[src/rtl/psfc_pkg.sv]
package psfc_pkg;

  // Input sample encodings
  typedef enum logic [2:0] {
    IN_U8  = 3'd0,
    IN_I16 = 3'd1,
    IN_I24 = 3'd2,
    IN_I32 = 3'd3,
    IN_F32 = 3'd4,
    IN_F64 = 3'd5
  } in_fmt_e;

  // Output sample encodings
  typedef enum logic [2:0] {
    OUT_I16     = 3'd0,
    OUT_I24     = 3'd1,
    OUT_I32     = 3'd2,
    OUT_F32     = 3'd3,
    OUT_F64     = 3'd4,
    OUT_I16IN32 = 3'd5,
    OUT_I24IN32 = 3'd6
  } out_fmt_e;

  // Value class after decode
  typedef enum logic [1:0] {
    CLS_NUM  = 2'd0,
    CLS_ZERO = 2'd1,
    CLS_INF  = 2'd2,
    CLS_NAN  = 2'd3
  } cls_e;

  // Configuration register indexes
  localparam logic CFG_IN_FORMAT  = 1'b0;
  localparam logic CFG_OUT_FORMAT = 1'b1;

  localparam logic [31:0] CANON_F32 = 32'h7fc0_0000;
  localparam logic [31:0] ONE_F32   = 32'h3f80_0000;
  localparam logic [63:0] CANON_F64 = 64'h7ff8_0000_0000_0000;
  localparam logic [63:0] ONE_F64   = 64'h3ff0_0000_0000_0000;

  // Sample as sign, 53-bit significand and exponent: value = mant / 2^52 * 2^expo
  typedef struct packed {
    logic               valid;
    logic [4:0]         chan;
    logic               zero_out;
    in_fmt_e            in_fmt;
    out_fmt_e           out_fmt;
    logic               sign;
    cls_e               cls;
    logic [52:0]        mant;
    logic signed [12:0] expo;
    logic [63:0]        raw;
  } samp_t;

  // Aligned significand with rounding information
  typedef struct packed {
    logic        valid;
    logic [4:0]  chan;
    logic        zero_out;
    out_fmt_e    out_fmt;
    logic        sign;
    cls_e        cls;
    logic        sat;
    logic        clamp;
    logic [31:0] kept;
    logic        half;
    logic        sticky;
    logic [7:0]  ef;
    logic [63:0] f64_word;
  } algn_t;

endpackage

[src/rtl/pcm_sample_format_converter.sv]
// PCM sample format converter. One sample is taken in every cycle (busy_o never
// rises) and its converted beat leaves the round/pack stage, marked by done_o for
// one cycle; the receiver cannot stall, so it must take each beat as it comes.
// The four register stages are decode, normalise, align and round/pack, each one
// sample wide, which sets the latency. Write in_format and out_format only while
// no sample is in flight; samples in flight use the formats seen at their start.
module pcm_sample_format_converter (
  input  logic        clk_i,
  input  logic        rst_ni,
  input  logic        start_i,
  output logic        busy_o,
  input  logic [4:0]  channel_i,
  input  logic        silence_i,
  input  logic [63:0] in_sample_i,
  input  logic        cfg_we_i,
  input  logic        cfg_idx_i,
  input  logic [2:0]  cfg_data_i,
  output logic        done_o,
  output logic [4:0]  out_channel_o,
  output logic [63:0] out_sample_o
);

  psfc_pkg::in_fmt_e  in_fmt_q;
  psfc_pkg::out_fmt_e out_fmt_q;
  psfc_pkg::samp_t    s1, s2;
  psfc_pkg::algn_t    s3;

  // Configuration registers
  always_ff @(posedge clk_i or negedge rst_ni) begin
    if (!rst_ni) begin
      in_fmt_q  <= psfc_pkg::IN_I16;
      out_fmt_q <= psfc_pkg::OUT_I16;
    end else if (cfg_we_i) begin
      if (cfg_idx_i == psfc_pkg::CFG_IN_FORMAT) begin
        in_fmt_q <= psfc_pkg::in_fmt_e'(cfg_data_i);
      end else begin
        out_fmt_q <= psfc_pkg::out_fmt_e'(cfg_data_i);
      end
    end
  end

  assign busy_o = 1'b0;

  psfc_unpack u_unpack (
    .clk_i       (clk_i),
    .rst_ni      (rst_ni),
    .start_i     (start_i),
    .channel_i   (channel_i),
    .silence_i   (silence_i),
    .in_sample_i (in_sample_i),
    .in_fmt_i    (in_fmt_q),
    .out_fmt_i   (out_fmt_q),
    .samp_o      (s1)
  );

  psfc_norm u_norm (
    .clk_i  (clk_i),
    .rst_ni (rst_ni),
    .samp_i (s1),
    .samp_o (s2)
  );

  psfc_align u_align (
    .clk_i  (clk_i),
    .rst_ni (rst_ni),
    .samp_i (s2),
    .algn_o (s3)
  );

  psfc_pack u_pack (
    .clk_i    (clk_i),
    .rst_ni   (rst_ni),
    .algn_i   (s3),
    .valid_o  (done_o),
    .chan_o   (out_channel_o),
    .sample_o (out_sample_o)
  );

endmodule

[src/rtl/psfc_unpack.sv]
module psfc_unpack (
  input  logic               clk_i,
  input  logic               rst_ni,
  input  logic               start_i,
  input  logic [4:0]         channel_i,
  input  logic               silence_i,
  input  logic [63:0]        in_sample_i,
  input  psfc_pkg::in_fmt_e  in_fmt_i,
  input  psfc_pkg::out_fmt_e out_fmt_i,
  output psfc_pkg::samp_t    samp_o
);

  psfc_pkg::samp_t samp_d, samp_q;
  logic signed [32:0] x;
  logic [32:0] mag;
  logic is_int;

  // Decode the raw beat into sign, significand and exponent
  always_comb begin
    samp_d          = '0;
    samp_d.valid    = start_i;
    samp_d.chan     = channel_i;
    samp_d.zero_out = silence_i;
    samp_d.in_fmt   = in_fmt_i;
    samp_d.out_fmt  = out_fmt_i;
    samp_d.raw      = in_sample_i;
    samp_d.cls      = psfc_pkg::CLS_ZERO;
    x      = '0;
    is_int = 1'b0;
    case (in_fmt_i)
      psfc_pkg::IN_U8: begin
        x = $signed({25'b0, in_sample_i[7:0]}) - 33'sd128;
        samp_d.expo = 13'sd24;
        is_int = 1'b1;
      end
      psfc_pkg::IN_I16: begin
        x = $signed({{17{in_sample_i[15]}}, in_sample_i[15:0]});
        samp_d.expo = 13'sd16;
        is_int = 1'b1;
      end
      psfc_pkg::IN_I24: begin
        x = $signed({{9{in_sample_i[23]}}, in_sample_i[23:0]});
        samp_d.expo = 13'sd8;
        is_int = 1'b1;
      end
      psfc_pkg::IN_I32: begin
        x = $signed({in_sample_i[31], in_sample_i[31:0]});
        samp_d.expo = 13'sd0;
        is_int = 1'b1;
      end
      psfc_pkg::IN_F32: begin
        samp_d.sign = in_sample_i[31];
        if (in_sample_i[30:23] == 8'hff) begin
          samp_d.cls = (in_sample_i[22:0] != '0) ? psfc_pkg::CLS_NAN : psfc_pkg::CLS_INF;
        end else if (in_sample_i[30:23] == 8'h00) begin
          samp_d.mant = {1'b0, in_sample_i[22:0], 29'b0};
          samp_d.expo = -13'sd126;
          samp_d.cls  = (in_sample_i[22:0] == '0) ? psfc_pkg::CLS_ZERO : psfc_pkg::CLS_NUM;
        end else begin
          samp_d.mant = {1'b1, in_sample_i[22:0], 29'b0};
          samp_d.expo = $signed({5'b0, in_sample_i[30:23]}) - 13'sd127;
          samp_d.cls  = psfc_pkg::CLS_NUM;
        end
      end
      psfc_pkg::IN_F64: begin
        samp_d.sign = in_sample_i[63];
        if (in_sample_i[62:52] == 11'h7ff) begin
          samp_d.cls = (in_sample_i[51:0] != '0) ? psfc_pkg::CLS_NAN : psfc_pkg::CLS_INF;
        end else if (in_sample_i[62:52] == 11'h000) begin
          // subnormals are far below any output step: treat as signed zero
          samp_d.cls = psfc_pkg::CLS_ZERO;
        end else begin
          samp_d.mant = {1'b1, in_sample_i[51:0]};
          samp_d.expo = $signed({2'b0, in_sample_i[62:52]}) - 13'sd1023;
          samp_d.cls  = psfc_pkg::CLS_NUM;
        end
      end
      default: samp_d.zero_out = 1'b1;
    endcase
    mag = x[32] ? 33'(-x) : 33'(x);
    if (is_int) begin
      samp_d.sign = x[32];
      samp_d.mant = {mag[31:0], 21'b0};
      samp_d.cls  = (mag == '0) ? psfc_pkg::CLS_ZERO : psfc_pkg::CLS_NUM;
    end
  end

  always_ff @(posedge clk_i or negedge rst_ni) begin
    if (!rst_ni) begin
      samp_q <= '0;
    end else begin
      samp_q <= samp_d;
    end
  end

  assign samp_o = samp_q;

endmodule

[src/rtl/psfc_norm.sv]
module psfc_norm (
  input  logic            clk_i,
  input  logic            rst_ni,
  input  psfc_pkg::samp_t samp_i,
  output psfc_pkg::samp_t samp_o
);

  psfc_pkg::samp_t samp_d, samp_q;
  logic [5:0] lz;

  // Count leading zeros of the significand
  always_comb begin
    lz = 6'd0;
    for (int i = 0; i < 53; i++) begin
      if (samp_i.mant[i]) lz = 6'(52 - i);
    end
  end

  // Shift the leading one to the top of a number's significand; clear it otherwise
  always_comb begin
    samp_d = samp_i;
    if (samp_i.cls == psfc_pkg::CLS_NUM) begin
      samp_d.mant = samp_i.mant << lz;
      samp_d.expo = samp_i.expo - $signed({7'b0, lz});
    end else begin
      samp_d.mant = '0;
    end
  end

  always_ff @(posedge clk_i or negedge rst_ni) begin
    if (!rst_ni) begin
      samp_q <= '0;
    end else begin
      samp_q <= samp_d;
    end
  end

  assign samp_o = samp_q;

endmodule

[src/rtl/psfc_align.sv]
module psfc_align (
  input  logic            clk_i,
  input  logic            rst_ni,
  input  psfc_pkg::samp_t samp_i,
  output psfc_pkg::algn_t algn_o
);

  psfc_pkg::algn_t algn_d, algn_q;
  logic signed [13:0] t_full;
  logic signed [13:0] n_bits;
  logic signed [13:0] expo_x;
  logic [5:0]  t;
  logic [52:0] kept_w;
  logic [52:0] half_w;
  logic [52:0] mask;
  logic        big;
  logic        is_num;

  always_comb begin
    algn_d          = '0;
    algn_d.valid    = samp_i.valid;
    algn_d.chan     = samp_i.chan;
    algn_d.zero_out = samp_i.zero_out;
    algn_d.out_fmt  = samp_i.out_fmt;
    algn_d.sign     = samp_i.sign;
    algn_d.cls      = samp_i.cls;
    expo_x = {samp_i.expo[12], samp_i.expo};
    is_num = (samp_i.cls == psfc_pkg::CLS_NUM);

    // magnitude at or above one
    big = (samp_i.cls == psfc_pkg::CLS_INF) || (is_num && !samp_i.expo[12]);
    algn_d.sat = big;
    algn_d.clamp = (samp_i.cls == psfc_pkg::CLS_INF) ||
                   (is_num && (samp_i.expo > 13'sd0 ||
                    (samp_i.expo == 13'sd0 && samp_i.mant[51:0] != '0)));

    // pick the shift that leaves the integer or float32 significand
    n_bits = 14'sd16;
    t_full = 14'sd29;
    case (samp_i.out_fmt)
      psfc_pkg::OUT_I16, psfc_pkg::OUT_I16IN32: n_bits = 14'sd16;
      psfc_pkg::OUT_I24, psfc_pkg::OUT_I24IN32: n_bits = 14'sd24;
      psfc_pkg::OUT_I32:                        n_bits = 14'sd32;
      default:                                  n_bits = 14'sd16;
    endcase
    if (samp_i.out_fmt == psfc_pkg::OUT_F32) begin
      if (samp_i.expo < -13'sd126) begin
        t_full    = -14'sd97 - expo_x;
        algn_d.ef = 8'd0;
      end else begin
        t_full    = 14'sd29;
        algn_d.ef = 8'(expo_x + 14'sd126);
      end
    end else begin
      t_full = 14'sd53 - n_bits - expo_x;
    end
    if (t_full > 14'sd63) begin
      t = 6'd63;
    end else if (t_full < 14'sd1) begin
      t = 6'd1;
    end else begin
      t = t_full[5:0];
    end

    // split into kept bits, half bit and sticky
    kept_w = samp_i.mant >> t;
    half_w = samp_i.mant >> (t - 6'd1);
    mask   = (53'd1 << t) - 53'd1;
    algn_d.kept   = kept_w[31:0];
    algn_d.half   = half_w[0];
    algn_d.sticky = |(samp_i.mant & (mask >> 1));

    // float64 result needs no rounding
    if (samp_i.cls == psfc_pkg::CLS_NAN) begin
      algn_d.f64_word = psfc_pkg::CANON_F64;
    end else if (algn_d.clamp) begin
      algn_d.f64_word = {samp_i.sign, psfc_pkg::ONE_F64[62:0]};
    end else if (samp_i.in_fmt == psfc_pkg::IN_F64) begin
      algn_d.f64_word = samp_i.raw;
    end else if (samp_i.cls == psfc_pkg::CLS_ZERO) begin
      algn_d.f64_word = {samp_i.sign, 63'b0};
    end else begin
      algn_d.f64_word = {samp_i.sign, 11'(expo_x + 14'sd1023), samp_i.mant[51:0]};
    end
  end

  always_ff @(posedge clk_i or negedge rst_ni) begin
    if (!rst_ni) begin
      algn_q <= '0;
    end else begin
      algn_q <= algn_d;
    end
  end

  assign algn_o = algn_q;

endmodule

[src/rtl/psfc_pack.sv]
module psfc_pack (
  input  logic            clk_i,
  input  logic            rst_ni,
  input  psfc_pkg::algn_t algn_i,
  output logic            valid_o,
  output logic [4:0]      chan_o,
  output logic [63:0]     sample_o
);

  logic               valid_q;
  logic [4:0]         chan_q;
  logic [63:0]        sample_d, sample_q;
  logic               inc;
  logic [32:0]        r;
  logic signed [32:0] v;
  logic signed [32:0] hi;
  logic signed [32:0] lo;
  logic signed [32:0] iv;
  logic [30:0]        f32_mag;
  logic               is_nan;

  always_comb begin
    // round to nearest, ties to even
    inc = algn_i.half & (algn_i.sticky | algn_i.kept[0]);
    r   = {1'b0, algn_i.kept} + {32'b0, inc};
    v   = algn_i.sign ? $signed(33'(-r)) : $signed(r);
    is_nan = (algn_i.cls == psfc_pkg::CLS_NAN);

    // saturation bounds of the integer output
    case (algn_i.out_fmt)
      psfc_pkg::OUT_I24, psfc_pkg::OUT_I24IN32: begin
        hi = 33'sd8388607;
        lo = -33'sd8388608;
      end
      psfc_pkg::OUT_I32: begin
        hi = 33'sd2147483647;
        lo = -33'sd2147483648;
      end
      default: begin
        hi = 33'sd32767;
        lo = -33'sd32768;
      end
    endcase
    if (is_nan) begin
      iv = lo;
    end else if (algn_i.sat) begin
      iv = algn_i.sign ? lo : hi;
    end else if (!algn_i.sign && $signed(r) > hi) begin
      iv = hi;
    end else begin
      iv = v;
    end

    f32_mag = {algn_i.ef, 23'b0} + r[30:0];

    // assemble the output word
    case (algn_i.out_fmt)
      psfc_pkg::OUT_I16: sample_d = {48'b0, iv[15:0]};
      psfc_pkg::OUT_I24: sample_d = {40'b0, iv[23:0]};
      psfc_pkg::OUT_I32, psfc_pkg::OUT_I16IN32, psfc_pkg::OUT_I24IN32:
        sample_d = {32'b0, iv[31:0]};
      psfc_pkg::OUT_F32: begin
        if (is_nan) begin
          sample_d = {32'b0, psfc_pkg::CANON_F32};
        end else if (algn_i.clamp) begin
          sample_d = {32'b0, algn_i.sign, psfc_pkg::ONE_F32[30:0]};
        end else if (algn_i.cls == psfc_pkg::CLS_ZERO) begin
          sample_d = {32'b0, algn_i.sign, 31'b0};
        end else begin
          sample_d = {32'b0, algn_i.sign, f32_mag};
        end
      end
      psfc_pkg::OUT_F64: sample_d = algn_i.f64_word;
      default:           sample_d = '0;
    endcase
    if (algn_i.zero_out) sample_d = '0;
  end

  always_ff @(posedge clk_i or negedge rst_ni) begin
    if (!rst_ni) begin
      valid_q <= 1'b0;
    end else begin
      valid_q <= algn_i.valid;
    end
  end

  // hold payload of the output beat
  always_ff @(posedge clk_i) begin
    chan_q   <= algn_i.chan;
    sample_q <= sample_d;
  end

  assign valid_o  = valid_q;
  assign chan_o   = chan_q;
  assign sample_o = sample_q;

endmodule

[config.mk]
export PLATFORM = sky130hd
export DESIGN_NAME = pcm_sample_format_converter
export DESIGN_NICKNAME = d
export VERILOG_FILES = /design/src/rtl/psfc_pkg.sv /design/src/rtl/pcm_sample_format_converter.sv /design/src/rtl/psfc_unpack.sv /design/src/rtl/psfc_norm.sv /design/src/rtl/psfc_align.sv /design/src/rtl/psfc_pack.sv
export SDC_FILE = /design/constraint.sdc
export NUM_CORES = 1
export LEC_CHECK = 0
export BUFFER_PORTS_ARGS = -buffer_cell sky130_fd_sc_hd__buf_2
export CORE_MARGIN = 5
export CORE_UTILIZATION = 40
export CTS_CLUSTER_DIAMETER = 120
export CTS_CLUSTER_SIZE = 14
export DETAILED_ROUTE_END_ITERATION = 8
export PLACE_DENSITY_LB_ADDON = 0.25
export SLEW_MARGIN = 20
export SYNTH_ARGS = -nofsm -noshare
export SYNTH_HDL_FRONTEND = slang
export SYNTH_SLANG_ARGS = --single-unit
[constraint.sdc]
create_clock -name clk_i -period 22 [get_ports clk_i]
set_clock_uncertainty 0.15 [all_clocks]
set_input_delay 3.3 -clock clk_i [delete_from_list [all_inputs] [get_ports clk_i]]
set_output_delay 3.3 -clock clk_i [all_outputs]
set_load 0.02 [all_outputs]
**Word level (Yosys, flattened, before mapping)**

Index checks and enable logic that the tools add are counted.

- Output and inout port bits: 71
- Logic and storage cells: 213
- Register bits after elaboration: 489

- Equal/unequal tests: 23
- Mux-type cells: 95
- Bitwise operators: 4
- $lt $le $gt $ge: 5
- Add/subtract/negate cells: 15
- Shift-type cells: 4
- Reduce and logical (&&, ||, !) cells: 29

Operators by type and width:

| cell | count |
|---|---|
| 2-to-1 mux 6 bit | 55 |
| one-hot mux 64 bit (5 select lines) | 1 |
| 2-to-1 mux 66 bit | 3 |
| 2-to-1 mux 32 bit | 6 |
| 2-to-1 mux 64 bit | 3 |
| one-hot mux 33 bit (4 select lines) | 1 |
| one-hot mux 31 bit (2 select lines) | 2 |
| one-hot mux 56 bit (2 select lines) | 1 |
| nonzero test 52 bit | 2 |
| 2-to-1 mux 68 bit | 1 |
| one-hot mux 13 bit (5 select lines) | 1 |
| 2-to-1 mux 63 bit | 1 |
| 2-to-1 mux 31 bit | 2 |
| 2-to-1 mux 56 bit | 1 |
| AND 53 x 52 -> 53 bit | 1 |
| 2-to-1 mux 53 bit | 1 |
| OR reduction 53 bit | 1 |
| left shift 1 x 6 -> 53 bit, first input constant | 1 |
| left shift 53 x 6 -> 53 bit | 1 |
| right shift 53 x 6 -> 1 bit | 1 |
| right shift 53 x 6 -> 32 bit | 1 |
| subtractor 53 x 1 -> 53 bit, second input constant | 1 |
| adder 32 x 1 -> 33 bit | 1 |
| > comparator 33 x 32 -> 1 bit | 1 |
| other kinds (50) | 85 |

**Logic depth before layout (Yosys ltp)**

Gate-level depths: netlist of the first run.

- Word-level depth: 55
- Depth in mapped cells: 32
- Gate-level depth less buffers: 28

**Hierarchy**

A second synthesis of the first run with hierarchy kept.

- Cells, all modules: 3616
- Area total of the unflattened synthesis: 32476.1 sq um

By module, submodules not included:

| module | instances | cells an instance | area an instance (sq um) |
|---|---|---|---|
| psfc_align | 1 | 1418 | 11674.9 |
| psfc_norm | 1 | 835 | 8255.4 |
| psfc_unpack | 1 | 619 | 6635.1 |
| psfc_pack | 1 | 728 | 5649.2 |
| pcm_sample_format_converter | 1 | 16 | 261.5 |

**Worst setup path before layout of the first run**

No wires, ideal clock.

- Path type: register -> register
- From: reg u_norm.samp_q, in the netlist u_norm.samp_o[133]
- To: reg u_align.algn_q, in the netlist u_align.algn_o[72]
- Cell stages (with the launch flop): 31
- Path buffers: 4
- Arrival time: 6.951 ns
- Path slack: 14.761 ns
- Library setup time: 0.139 ns
- Path through: dfrtp_1 -> nand3b_1 -> o21ai_0 -> ha_1 -> ha_1 -> a21oi_1 -> o311ai_1 -> o21ai_2 -> xnor2_1 -> nor4_4 -> a31oi_2 -> buf_6 -> o21ai_1 -> buf_2 -> buf_2 -> buf_2 -> inv_1 -> ha_1 -> or2_2 -> nor2_1 -> nor3_1 -> nand3_1 -> nor3b_1 -> o22ai_1 -> or2_2 -> nor3_2 -> xnor2_1 -> nor2_1 -> a2111oi_0 -> nand4_1 -> or4_1

RTL lines:

| element | RTL line | source |
|---|---|---|
| start: declaration | psfc_norm.sv:8 | `psfc_pkg::samp_t samp_d, samp_q;` |
| start signal: assignment | psfc_norm.sv:34 | `samp_q <= samp_d;` |
| end signal: assignment | psfc_align.sv:91 | `algn_q <= algn_d;` |
| end: declaration | psfc_align.sv:8 | `psfc_pkg::algn_t algn_d, algn_q;` |

==> results.py, run 1 <==
metrics = {
    "clocking": {
        "hold_buffers": 0,
        "cts_buffers": 41,
        "cts_resized": 0,
        "cts_sinks": 488,
        "htree_levels": 2,
        "post_cts_buffers": 0,
        "root_buffer": "clkbuf_16",
        "ctsLongestPathBuffers": 3,
        "clock_latency_ns": 0.62,
        "cts_tree": "done",
        "clk_pin_slew_ns": 0.08,
    },
    "synthesis": {
        "synth_cells": 3302,
        "synth.avg_cell_area_um2": 8.987,
        "syn_nets": 3443,
        "yosysTopAreaCell": "dfrtp_1",
        "synth.area.top_cells": "dfrtp_1 (35%), mux2i_1 (7.3%), dfxtp_1 (4.7%), nor2_1 (4.1%), nand2_1 (3.9%)",
        "synthTopCellsByCount": "dfrtp_1 (418), nor2_1 (326), nand2_1 (307)",
        "syn-cell-area_mm2": 0.02968,
        "synth_cell_types": 109,
        "ys.flop_type": "dfrtp_1",
        "yosysSeqAreaShare_pct": 39.99,
        "yosys_warnings": 0,
        "ys_ff_latch": 488,
        "synth_edf_count": 0,
        "synth_top_area_share_pct": 35.25,
        "async_flop_share_pct": 85.86,
        "synth.most_common_cell": "dfrtp_1",
    },
    "job": {
        "drv_cap": 0,
    },
    "timing": {
        "slew_viol_final": 0,
        "hold_violations": 0,
        "setup_slack_ns": 12.83,
        "worst_slew_pin_slew_ns": 1.144,
        "fmax_ghz": 0.1091,
        "fin_crit_ns": 9.166,
        "fin_crit_sh_pct": 41.67,
        "tns_ns": 0,
        "maxSlewHeadroom_pct": 23.00,
        "setup_viol": 0,
        "rsz0062_at_grt": "false",
    },
    "critical_path": {
        "critPathSlowestCell": "ha_1",
        "critical_path_class": "register to register",
        "rrSetupSlack_ns": 12.83,
        "worstPathRequired_ns": 22.31,
        "cp-start-kind": "register",
        "critPathMaxFanout": 45,
        "worstPathArrival_ns": 9.48,
        "critical_path.top_delay_family": "simple AND/OR/NAND/NOR gates",
        "critPathBufInv": 2,
        "crit_path_max_incr_delay_ns": 0.61,
        "worstSetupEndpointType": "register",
    },
    "layout": {
        "areaGrowthSynthToFinish_pct": 9.858,
        "fin_util_pct": 44.46,
        "final_area_mm2": 0.03260,
        "n_antenna_cell": 0,
        "final_nets": 3487,
        "final_layout_size_suffix_gt1_share_pct": 11.36,
        "stdcell_count": 4338,
    },
    "routing": {
        "via_per_inst": 6.366,
        "drcViolationCount": 0,
        "drt-initial-drc-count": 3487,
        "wirelength_um": 115800,
        "drtPass1Iterations": 8,
        "ant_nets": 0,
        "wl_per_cell_um": 26.69,
        "vias": 27620,
    },
    "floorplanning": {
        "initial_utilization_pct": 40.47,
        "chipHeight_um": 282.4,
        "dieArea_mm2": 0.07974,
        "die_width_um": 282.4,
        "num_rows": 99,
        "io_pins": 149,
        "coreArea_mm2": 0.07333,
    },
    "power_and_ir_drop": {
        "power_density_mw_per_mm2": 148.4,
        "leakage_nw": 13.89,
        "irDropWorstVdd_uv": 82.18,
    },
    "place": {
        "place_area_mm2": 0.03132,
        "dp_hpwl_um": 87200,
        "place.gp.congestion": 1.061,
        "post-place-ws_ns": 13.14,
        "portBuffers": 147,
        "dp.cells": 4262,
    },
    "grt": {
        "antenna_found_initial": 5,
        "overflow": 0,
        "grt_max_degree": 81,
        "grt_pass1_wl_um": 171500,
        "grt_pass1_vias": 25820,
        "track_usage_pct": 28.16,
    },
    "hold_path": {
        "hold_path.class": "register to register",
    },
    "outcome": {
        "status": "finished, final reports clean",
    },
}
## through the flow
stage | hold WS, ns | power [mW]
2_1_floorplan | 0.1742 | 3.126
3_3_place_gp | 0.1747 | 4.048
3_5_place_dp | 0.1798 | 4.024
4_1_cts | 0.1879 | 4.758
5_1_grt | 0.1911 | 5.078
6_report | 0.1824 | 4.839
## cells in the final DEF, fill, tap and decap left out, drive strengths merged, types with 11 or more instances in the layout
cell type  count
dfrtp        418
nor2         327
nand2        307
mux2i        215
o21ai        205
buf          199
a21oi        191
nand3        109
a22oi         98
xnor2         92
inv           85
nor3          83
clkbuf        70
dfxtp         69
and2          68
nor4          65
ha            61
xor2          53
o22ai         49
mux2          46
a221o         40
a31oi         37
nand4         37
o211ai        33
a21o          29
a211oi        29
o31ai         27
and3          27
nor2b         25
nand2b        19
or3           16
or2           16
o221ai        15
o21a          14
mux4          14
or4           14
a221oi        11
## report_power, final
group | switching [mW] | internal [mW]
Combinational | 1.84 | 0.959
Clock | 0.349 | 0.370
Sequential | 0.264 | 1.05
## worst paths after layout
| kind | end | from | cells after the start |
|---|---|---|---|
| worst max register to register | u_align.algn_o[72] | u_norm.samp_o[134] | 26 |
| min in group asynchronous | u_unpack.samp_o[37] | rst_ni | 1 |
| worst min register to register | u_norm.samp_o[136] | u_unpack.samp_o[136] | 0 |
| worst min-delay path | u_norm.samp_o[136] | u_unpack.samp_o[136] | 0 |
| worst max-delay path | u_align.algn_o[72] | u_norm.samp_o[134] | 26 |
| max in group asynchronous | u_align.algn_o[57] | rst_ni | 4 |
## routing by layer
| metal | up-vias | wire, µm | track usage, % |
|---|---|---|---|
| li1 | 12220 | - | - |
| met1 | 13380 | 48050 | 39.44 |
| met2 | 1660 | 50690 | 43.37 |
| met3 | 363 | 10670 | 4.713 |
| met4 | 0 | 6388 | 12.05 |
| met5 | - | 0 | 0 |
## kinds of logic (layout without fill, tap and decap cells)
group	Yosys count	after routing	synth area share (%)
buffers and inverters	285	362	3.799
AO/OA/AOI/OAI	902	902	20.48
other	1	1	0.01264
flip-flops	488	488	39.99
XOR/XNOR	145	145	4.279
AND/OR/NAND/NOR	1143	1143	18.67
adder cells (fa/ha/maj)	63	63	2.707
multiplexers	275	275	10.06
## state kept, by name, summed over array words and instances, names as in the netlist
register	flops
out_fmt_q	3
u_unpack.samp_o	145
u_align.algn_o	121
u_pack.sample_o	64
u_norm.samp_o	146
in_fmt_q	3
u_pack.valid_o	1
u_pack.chan_o	5
## cell type report
cell class              count  area, µm²
flip-flops and latches    488      11870
clock buffers              70       1135
repair buffers            199       1144
inverters                  87      326.6
clock inverters             6      136.4
multi-input cells        2529      16790
well taps                 959       1200
fillers                  7276      40730
No activity file was read; power rests on OpenSTA's default activity.
==> run 2, diff against run 1 <==
==> constraint.sdc (replaced) <==
create_clock -name clk_i -period 8.2 [get_ports clk_i]
set_clock_uncertainty 0.15 [all_clocks]
set_input_delay 1.23 -clock clk_i [delete_from_list [all_inputs] [get_ports clk_i]]
set_output_delay 1.23 -clock clk_i [all_outputs]
set_load 0.02 [all_outputs]
==> results.py, run 2 (same netlist as run 1, synthesis figures left out) <==
metrics = {
    "outcome": {
        "status": "finished with violations",
        "violations": "design-rule violations",
    },
    "clocking": {
        "clock_latency_ns": 0.61,
        "cts_resized": 0,
        "clk_pin_slew_ns": 0.07,
        "htree_levels": 2,
        "cts_tree": "done",
        "hold_buffers": 0,
        "root_buffer": "clkbuf_16",
        "post_cts_buffers": 0,
        "cts_buffers": 41,
        "ctsLongestPathBuffers": 3,
        "cts_sinks": 488,
    },
    "grt": {
        "grt_max_degree": 171,
        "grt_pass1_wl_um": 175400,
        "overflow": 0,
        "grt_pass1_vias": 26310,
        "track_usage_pct": 29.02,
        "antenna_found_initial": 10,
    },
    "critical_path": {
        "r2r-end": "u_align.algn_o[72]",
        "worstPathArrival_ns": 7.99,
        "rr_startpoint": "u_norm.samp_o[134]",
        "critical_path_class": "register to register",
        "cp-start-kind": "register",
        "worstRegToRegCells": 25,
        "worstSetupEndpointType": "register",
        "worstPathRequired_ns": 8.50,
        "critPathMaxFanout": 14,
        "rrSetupSlack_ns": 0.51,
    },
    "floorplanning": {
        "dieArea_mm2": 0.07974,
        "num_rows": 99,
        "die_width_um": 282.4,
        "coreArea_mm2": 0.07333,
        "initial_utilization_pct": 40.47,
        "io_pins": 149,
        "chipHeight_um": 282.4,
    },
    "power_and_ir_drop": {
        "power_density_mw_per_mm2": 401.0,
        "p_seq_share_pct": 26.8,
        "p_clk_share_pct": 14.4,
        "switchingPower_mw": 6.700,
        "leakage_nw": 13.97,
        "p_sw_share_pct": 51.07,
        "comb_power_share_pct": 58.8,
        "irDropWorstVdd_uv": 223.4,
        "intPower_mw": 6.420,
    },
    "routing": {
        "wl_per_cell_um": 27.33,
        "drcViolationCount": 10,
        "drt-initial-drc-count": 3456,
        "drtPass1Iterations": 9,
        "wirelength_um": 118900,
        "ant_nets": 0,
        "vias": 27570,
        "via_per_inst": 6.337,
    },
    "timing": {
        "fin_crit_sh_pct": 93.80,
        "worst_slew_pin_slew_ns": 0.9748,
        "hold_violations": 0,
        "setup_slack_ns": 0.5081,
        "slew_viol_final": 0,
        "maxSlewHeadroom_pct": 34.32,
        "setup_viol": 0,
        "rsz0062_at_grt": "false",
        "tns_ns": 0,
        "fmax_ghz": 0.1300,
        "fin_crit_ns": 7.692,
    },
    "place": {
        "place_area_mm2": 0.03145,
        "post-place-ws_ns": 0.6157,
        "place.gp.congestion": 1.040,
        "dp_hpwl_um": 89980,
        "portBuffers": 147,
    },
    "job": {
        "drv_cap": 0,
    },
    "layout": {
        "final_layout_size_suffix_gt1_share_pct": 11.74,
        "final_area_mm2": 0.03272,
        "final_common_cell": "dfrtp_1",
        "largest_reg_flops": 146,
        "final_nets": 3501,
        "areaGrowthSynthToFinish_pct": 10.25,
        "layout_common_cells": "dfrtp_1 (418), nor2_1 (321), nand2_1 (307), mux2i_1 (215)",
    },
    "hold_path": {
        "holdPathStages": 0,
        "hp-start": "u_unpack.samp_o[10]",
        "hold_path.class": "register to register",
        "min_to": "u_norm.samp_o[10]",
    },
}
[run 2: metrics by stage]
| step | utilization, % | std cells | hold WS [ns] | total power [mW] |
|---|---|---|---|---|
| floorplan | - | 3302 | 0.1742 | 8.388 |
| detailed placement | 42.89 | 4275 | 0.1769 | 10.98 |
| global placement | 42.89 | 4275 | 0.1742 | 11.06 |
| global route | 44.61 | 4349 | 0.1838 | 13.78 |
| CTS | 44.58 | 4348 | 0.1889 | 12.91 |
| finish | 44.62 | 4351 | 0.1762 | 13.12 |
[run 2: worst max-delay path by stage]
stage	depth (start not counted)	to	slack, ns	startpoint
after floorplan	30	u_align.algn_o[72]	0.96	u_norm.samp_o[133]
after global placement	26	u_align.algn_o[72]	0.56	u_norm.samp_o[135]
after detailed placement	23	u_align.algn_o[72]	0.62	u_norm.samp_o[134]
after CTS	26	u_align.algn_o[72]	0.54	u_norm.samp_o[135]
after global routing	23	u_align.algn_o[72]	0.10	u_norm.samp_o[134]
final	25	u_align.algn_o[72]	0.51	u_norm.samp_o[134]
[run 2: layout make-up]
class,count,area [µm²]
Clock buffer,67,1134
Tap cell,959,1200
Antenna cell,2,5.005
Fill cell,7240,40610
Timing Repair Buffer,213,1274
Clock inverter,6,108.9
Multi-Input combinational cell,2529,16800
Inverter,87,326.6
Sequential cell,488,11870
[run 2: power groups by stage]
stage / clock network, mW / logic (mW) / registers, mW
2_1_floorplan: 0 / 5.20 / 3.19
3_3_place_gp: 0 / 7.53 / 3.53
3_5_place_dp: 0 / 7.44 / 3.53
4_1_cts: 1.94 / 7.48 / 3.49
5_1_grt: 2.03 / 8.22 / 3.54
6_report: 1.89 / 7.71 / 3.52
[run 2: metal layers]
layer | GRT usage, % | up-vias | wire length (µm)
met1 | 39.72 | 13450 | 49850
li1 | - | 12230 | -
met2 | 46.00 | 1554 | 53330
met5 | 0 | - | 0
met3 | 4.465 | 337 | 9444
met4 | 12.62 | 0 | 6279
[run 2: worst max-delay path, cell delays in order, from the launching register on]
cell	delay [ns]
dfrtp_1	0.44
nor3b_1	0.32
ha_1	0.40
ha_1	0.34
a21o_1	0.21
a221o_1	0.31
a31oi_1	0.28
xnor2_1	0.10
nor2_1	0.41
a31o_2	0.43
and3_1	0.34
inv_2	0.06
ha_1	0.22
or2_2	0.34
nor2_1	0.14
nor3_1	0.06
nand3_1	0.15
nor3b_1	0.36
o22ai_1	0.22
or2_2	0.39
nor3_4	0.42
xnor2_1	0.17
nor2_1	0.08
a2111oi_0	0.49
nand4_1	0.16
or4_1	0.50
